--- config.mk ---
export PLATFORM = sky130hd
export DESIGN_NAME = signed_int_to_decimal_ascii_top
export DESIGN_NICKNAME = d
export VERILOG_FILES = /design/src/rtl/core/sitda_pkg.sv /design/src/rtl/core/sitda_dp.sv /design/src/rtl/core/sitda_ctrl.sv /design/src/rtl/core/signed_int_to_decimal_ascii_top.sv
export SDC_FILE = /design/constraint.sdc
export NUM_CORES = 1
export LEC_CHECK = 0
export CAP_MARGIN = 0
export CORE_MARGIN = 5
export CORE_UTILIZATION = 45
export DETAILED_ROUTE_END_ITERATION = 6
export DONT_BUFFER_PORTS = 1
export SYNTH_ARGS = -nofsm -noshare
export SYNTH_HDL_FRONTEND = slang
export SYNTH_SLANG_ARGS = --single-unit
--- constraint.sdc ---
create_clock -name clk -period 3 [get_ports clk]
set_clock_uncertainty 0.1 [all_clocks]
set_input_delay 0.15 -clock clk [delete_from_list [all_inputs] [get_ports clk]]
set_output_delay 0.15 -clock clk [all_outputs]
set_load 0.005 [all_outputs]
--- src/rtl/core/sitda_pkg.sv ---
// shared constants and controller/datapath types for the integer to decimal text block
package sitda_pkg;

  localparam int VALUE_BITS = 32;
  // digit count of the largest magnitude, 2^(VALUE_BITS-1)
  localparam int DIGITS = ((VALUE_BITS - 1) * 30103) / 100000 + 1;
  localparam int BCD_BITS = DIGITS * 4;
  localparam int CNT_W = $clog2(VALUE_BITS + 1);
  localparam int DIG_W = $clog2(DIGITS + 1);

  localparam logic [5:0] CHAR_MINUS = 6'd45;
  localparam logic [5:0] CHAR_ZERO = 6'd48;
  localparam logic [3:0] BCD_ADJ_MIN = 4'd5;
  localparam logic [3:0] BCD_ADJ = 4'd3;

  typedef struct packed {
    logic load;
    logic step;
    logic sel_sign;
    logic advance;
  } dp_cmd_t;

  typedef struct packed {
    logic conv_done;
    logic last_digit;
    logic neg;
    logic digit_zero;
    logic started;
  } dp_stat_t;

endpackage

--- src/rtl/core/sitda_dp.sv ---
// datapath: magnitude, shift-and-add-3 converter and digit output
module sitda_dp
  import sitda_pkg::*;
(
  input  logic                         clk,
  input  dp_cmd_t                      cmd,
  input  logic signed [VALUE_BITS-1:0] value,
  output dp_stat_t                     stat,
  output logic [5:0]                   character,
  output logic                         last
);

  logic [VALUE_BITS-1:0] mag;
  logic [BCD_BITS-1:0]   bcd;
  logic [BCD_BITS-1:0]   bcd_adj;
  logic [CNT_W-1:0]      bit_cnt;
  logic [DIG_W-1:0]      dig_cnt;
  logic                  neg;
  logic                  started;
  logic [3:0]            top_digit;

  // add 3 to every digit of 5 or more before the shift
  always_comb begin
    for (int i = 0; i < DIGITS; i++) begin
      if (bcd[i*4 +: 4] >= BCD_ADJ_MIN) begin
        bcd_adj[i*4 +: 4] = bcd[i*4 +: 4] + BCD_ADJ;
      end else begin
        bcd_adj[i*4 +: 4] = bcd[i*4 +: 4];
      end
    end
  end

  always_ff @(posedge clk) begin
    if (cmd.load) begin
      neg     <= value[VALUE_BITS-1];
      mag     <= value[VALUE_BITS-1] ? (~value + 1'b1) : value;
      bcd     <= '0;
      bit_cnt <= CNT_W'(VALUE_BITS - 1);
      dig_cnt <= DIG_W'(DIGITS - 1);
      started <= 1'b0;
    end else if (cmd.step) begin
      {bcd, mag} <= {bcd_adj, mag} << 1;
      bit_cnt    <= bit_cnt - 1'b1;
    end else if (cmd.advance) begin
      bcd     <= bcd << 4;
      dig_cnt <= dig_cnt - 1'b1;
      started <= started | (top_digit != 4'd0);
    end
  end

  assign top_digit = bcd[BCD_BITS-1 -: 4];

  assign stat.conv_done  = (bit_cnt == '0);
  assign stat.last_digit = (dig_cnt == '0);
  assign stat.neg        = neg;
  assign stat.digit_zero = (top_digit == 4'd0);
  assign stat.started    = started;

  assign character = cmd.sel_sign ? CHAR_MINUS : (CHAR_ZERO + {2'b00, top_digit});
  assign last      = ~cmd.sel_sign & (dig_cnt == '0);

endmodule

--- src/rtl/core/sitda_ctrl.sv ---
// controller: sequences load, conversion, sign and digit output
module sitda_ctrl
  import sitda_pkg::*;
(
  input  logic     clk,
  input  logic     rst,
  input  logic     in_valid,
  output logic     in_ready,
  output logic     out_valid,
  input  logic     out_ready,
  input  dp_stat_t stat,
  output dp_cmd_t  cmd
);

  typedef enum logic [3:0] {
    IDLE = 4'b0001,
    CONV = 4'b0010,
    SIGN = 4'b0100,
    EMIT = 4'b1000
  } state_t;

  state_t state, state_next;
  logic   show;

  // leading zeros are skipped, but the units digit always shows
  assign show = stat.started | ~stat.digit_zero | stat.last_digit;

  always_comb begin
    state_next   = state;
    cmd          = '0;
    in_ready     = 1'b0;
    out_valid    = 1'b0;
    case (state)
      IDLE: begin
        in_ready = 1'b1;
        if (in_valid) begin
          cmd.load   = 1'b1;
          state_next = CONV;
        end
      end
      CONV: begin
        cmd.step = 1'b1;
        if (stat.conv_done) begin
          state_next = stat.neg ? SIGN : EMIT;
        end
      end
      SIGN: begin
        cmd.sel_sign = 1'b1;
        out_valid    = 1'b1;
        if (out_ready) begin
          state_next = EMIT;
        end
      end
      EMIT: begin
        out_valid = show;
        if (~show | out_ready) begin
          cmd.advance = 1'b1;
          if (stat.last_digit) begin
            state_next = IDLE;
          end
        end
      end
      default: begin
        state_next = IDLE;
      end
    endcase
  end

  always_ff @(posedge clk) begin
    if (rst) begin
      state <= IDLE;
    end else begin
      state <= state_next;
    end
  end

endmodule

--- src/rtl/core/signed_int_to_decimal_ascii_top.sv ---
// top level of the signed integer to decimal ascii converter
// Converts one signed VALUE_BITS integer per request into its decimal text, one ascii
// character per output request, most significant first, with a leading minus for negative
// values and last set on the final digit. One item at a time: the accept, then the
// shift-and-add-3 converter over all VALUE_BITS bits, then the sign if negative, then a
// scan over the DIGITS positions that skips leading zeros and sends each character,
// stalling while out_ready is low. in_ready is high only between items.
module signed_int_to_decimal_ascii_top
  import sitda_pkg::*;
(
  input  logic                         clk,
  input  logic                         rst,
  input  logic                         in_valid,
  output logic                         in_ready,
  input  logic signed [VALUE_BITS-1:0] value,
  output logic                         out_valid,
  input  logic                         out_ready,
  output logic [5:0]                   character,
  output logic                         last
);

  dp_cmd_t  cmd;
  dp_stat_t stat;

  sitda_ctrl u_ctrl (
    .clk       (clk),
    .rst       (rst),
    .in_valid  (in_valid),
    .in_ready  (in_ready),
    .out_valid (out_valid),
    .out_ready (out_ready),
    .stat      (stat),
    .cmd       (cmd)
  );

  sitda_dp u_dp (
    .clk       (clk),
    .cmd       (cmd),
    .value     (value),
    .stat      (stat),
    .character (character),
    .last      (last)
  );

endmodule
==> flow_summary_export.csv <==
group,metric,value,unit
worst_hold_path,hold_end,"u_dp.mag[24]",
clocking,path_clk_slew,0.06,ns
yosys,synth_nets,676,
yosys,synth_top_family_by_area,"compound AO/OA/AOI/OAI gates",
place,gp_congestion,0.791,
sta,finalSetupViolCount,0,
critical_path,rr_worst_depth,8,
cells_and_area,final_cell_mix,"nand2_1 (106), dfxtp_1 (55), a21oi_1 (51)",
critical_path,cp-end-kind,"flop",
worst_hold_path,hp-class,"input pin to flop",
floorplan,dieHeight,118,µm
clocking,cts_buffers,9,
global_route,grt_remaining_overflow,0,
floorplan,num_rows,39,
yosys,ys.flop_type,"dfxtp_1",
critical_path,critPathArrivalTime,2.58,ns
global_route,grt_usage,16.7,%
job,cap_viol_max_count,0,
yosys,synth_edf_count,33,
sta,tightest_slew,0.760,ns
clocking,cts_tree,"yes",
power,power.total,2.99,mW
worst_hold_path,hold_depth,2,
yosys,netlist_top_cells_area,"dfxtp_1 (21%), edfxtp_1 (19%), nand2_1 (7.6%)",
yosys,syn_inst,615,
critical_path,r2r_slack,0.50,ns
clocking,post_cts_buffers,0,
place,port_buffers,0,
sta,layout_setup_ws,0.388,ns
worst_hold_path,hp-start,"value[24]",
yosys,synth.yosys.seq_area_share,39.8,%
global_route,grt_first_pass_wirelength,19.8,mm
yosys,synthAdderAreaFrac,5.96,%
routing,drt_iter0_markers,283,
cells_and_area,drive_above_1_share,7.21,%
cells_and_area,finish.net_count,694,
cells_and_area,multi_input_comb_area,2920,µm²
yosys,ys_ff_latch,88,
routing,drt-wirelength-per-cell,14.6,µm
critical_path,path_max_fanout,11,
clocking,clock-sinks,88,
clocking,htreeDepth,3,
place,dp_slack,0.481,ns
clocking,cts.path.max_buffers,2,
cells_and_area,area_growth,15.2,%
global_route,grt_pass1_vias,4294,
floorplan,die_area,13900,µm²
cells_and_area,final_common_cell,"nand2_1",
yosys,synth_area_leader_cell,"dfxtp_1",
cells_and_area,ff_latch_area,2090,µm²
sta,fin_crit,2.61,ns
routing,antenna_left,0,
clocking,ctsHoldBuffers,29,
routing,vias,4408,
yosys,avgSynthCellArea,8.54,µm²
routing,viasPerCell,5.64,
sta,hold_violations,1,
sta,slew_viol_final,0,
clocking,cts_root_buf,"clkbuf_16",
floorplan,coreArea,11400,µm²
sta,slew_headroom,48.9,%
routing,first_pass_iters,5,
yosys,ys_types,52,
critical_path,worstSetupPathType,"input pin to flop",
status,status,"finished with violations",
cells_and_area,n_fill_cell,1091,
yosys,synth_top_area_share,21.0,%
power,power_density,493,nW/µm²
floorplan,ios,45,
sta,rsz0062_at_grt,"false",
clocking,clock_latency,0.34,ns
yosys,synthArstFlopShare,0,%
sta,min_period_over_period,87.1,%
critical_path,critPathRequiredTime,2.97,ns
yosys,synth_compound_area_share,21.7,%
critical_path,reg2reg_to,"u_dp.bcd[31]",
floorplan,start_util,46.0,%
global_route,antenna_found_initial,0,
sta,fin_hold_ws,-0.0000271,ns
sta,fmax,0.383,GHz
status,failed_checks,"hold timing",
routing,drt-total-wl,11.4,mm
place,dp_hpwl,7.54,mm
critical_path,r2r-start,"u_dp.bcd[37]",
clocking,ctsResizeCount,0,
routing,drc,0,
floorplan,die_x,118,µm
power,power_leakage,2.15,nW
yosys,synthMuxAreaShare,0.762,%
global_route,grt_max_degree,64,
yosys,ys.warnings.count,0,
yosys,synthesis.area,5250,µm²
sta,setup_tns,0,ns
yosys,synth-xor-area-share,7.34,%
yosys,synth-simple-area-share,19.5,%
power,ir_worst_vdd,0.492,mV
critical_path,cp-start-kind,"input pin",
==> report_power, final <==
part / internal (mW) / switching (mW)
Sequential: 1.34 / 0.0251
Combinational: 0.117 / 0.177
Clock: 0.867 / 0.460
==> through the flow <==
stage          util (%)  cells  hold slack [ns]  instance area [µm²]
6_report           53.0    782       -0.0000271                 6050
5_1_grt            53.0    781          0.00971                 6050
4_1_cts            53.0    781          0.00657                 6050
3_5_place_dp       47.3    736            0.122                 5400
3_3_place_gp       47.3    736            0.121                 5400
2_1_floorplan         -    615            0.119                 5250
==> per-layer routing <==
metal / up-vias / track usage, % / wire [µm]
met5: - / 0 / 0
met4: 0 / 6.02 / 153
met3: 13 / 4.13 / 528
met2: 95 / 27.4 / 5410
met1: 2071 / 21.3 / 5330
li1: 2229 / - / -
==> Yosys cell counts, drive strengths merged (2+ instances only) <==
cell and count:
a2bb2oi 8, inv 29, or4 4, clkbuf 26, xor2 30, or3 5, nor2 32, nor4 6
o31ai 12, dfxtp 55, edfxtp 33, nor4b 4, xnor2 14, o21ai 51, nor3b 11, o41ai 9
nand3 7, a31oi 17, a21oi 52, or4b 2, nor3 11, or3b 2, buf 8, nand2 107
o211ai 3, nand2b 13, nand4 2, a22oi 10, mux2i 4, ha 25, or2 3, a221oi 9
==> final cells by class <==
cell class	instances	share of cell area, %
diodes	1	0.0413
inverters	30	1.86
multi-input cells	463	48.2
repair buffers	41	6.49
flip-flops and latches	88	34.6
clock buffers	12	4.26
clock inverters	4	1.63
well taps	143	2.96
==> worst max-delay path by stage <==
stage | start | end | slack, ns | cells past startpoint
2_1_floorplan | u_ctrl.state[0] | u_dp.mag[0] | 0.49 | 4
3_3_place_gp | u_dp.bcd[36] | u_dp.bcd[35] | 0.54 | 8
3_5_place_dp | u_dp.bcd[37] | u_dp.bcd[31] | 0.48 | 8
4_1_cts | value[0] | u_dp.mag[16] | 0.40 | 8
5_1_grt | value[0] | u_dp.mag[16] | 0.27 | 8
6_report | value[0] | u_dp.mag[16] | 0.39 | 8
==> registers in the layout (all words and copies together), names as in the netlist <==
register,flops
u_dp.bcd,40
u_dp.mag,32
u_dp.bit_cnt,6
u_ctrl.state,4
u_dp.dig_cnt,4
u_dp.neg,1
u_dp.started,1
==> critical path, cell delays in order <==
cell	delay, ns
dlygate4sd3_1	0.53
inv_1	0.08
ha_1	0.16
or3b_2	0.63
or3_1	0.46
o31ai_1	0.29
xor2_1	0.19
o21ai_0	0.09
==> cells by family after synthesis <==
family                   count (synthesis)
other                                    1
multiplexers                             4
AO/OA/AOI/OAI                          176
flip-flops                              88
XOR/XNOR                                44
buffers and inverters                   64
adder cells (fa/ha/maj)                 25
AND/OR/NAND/NOR                        213
No activity file was read; power rests on OpenSTA's default activity.
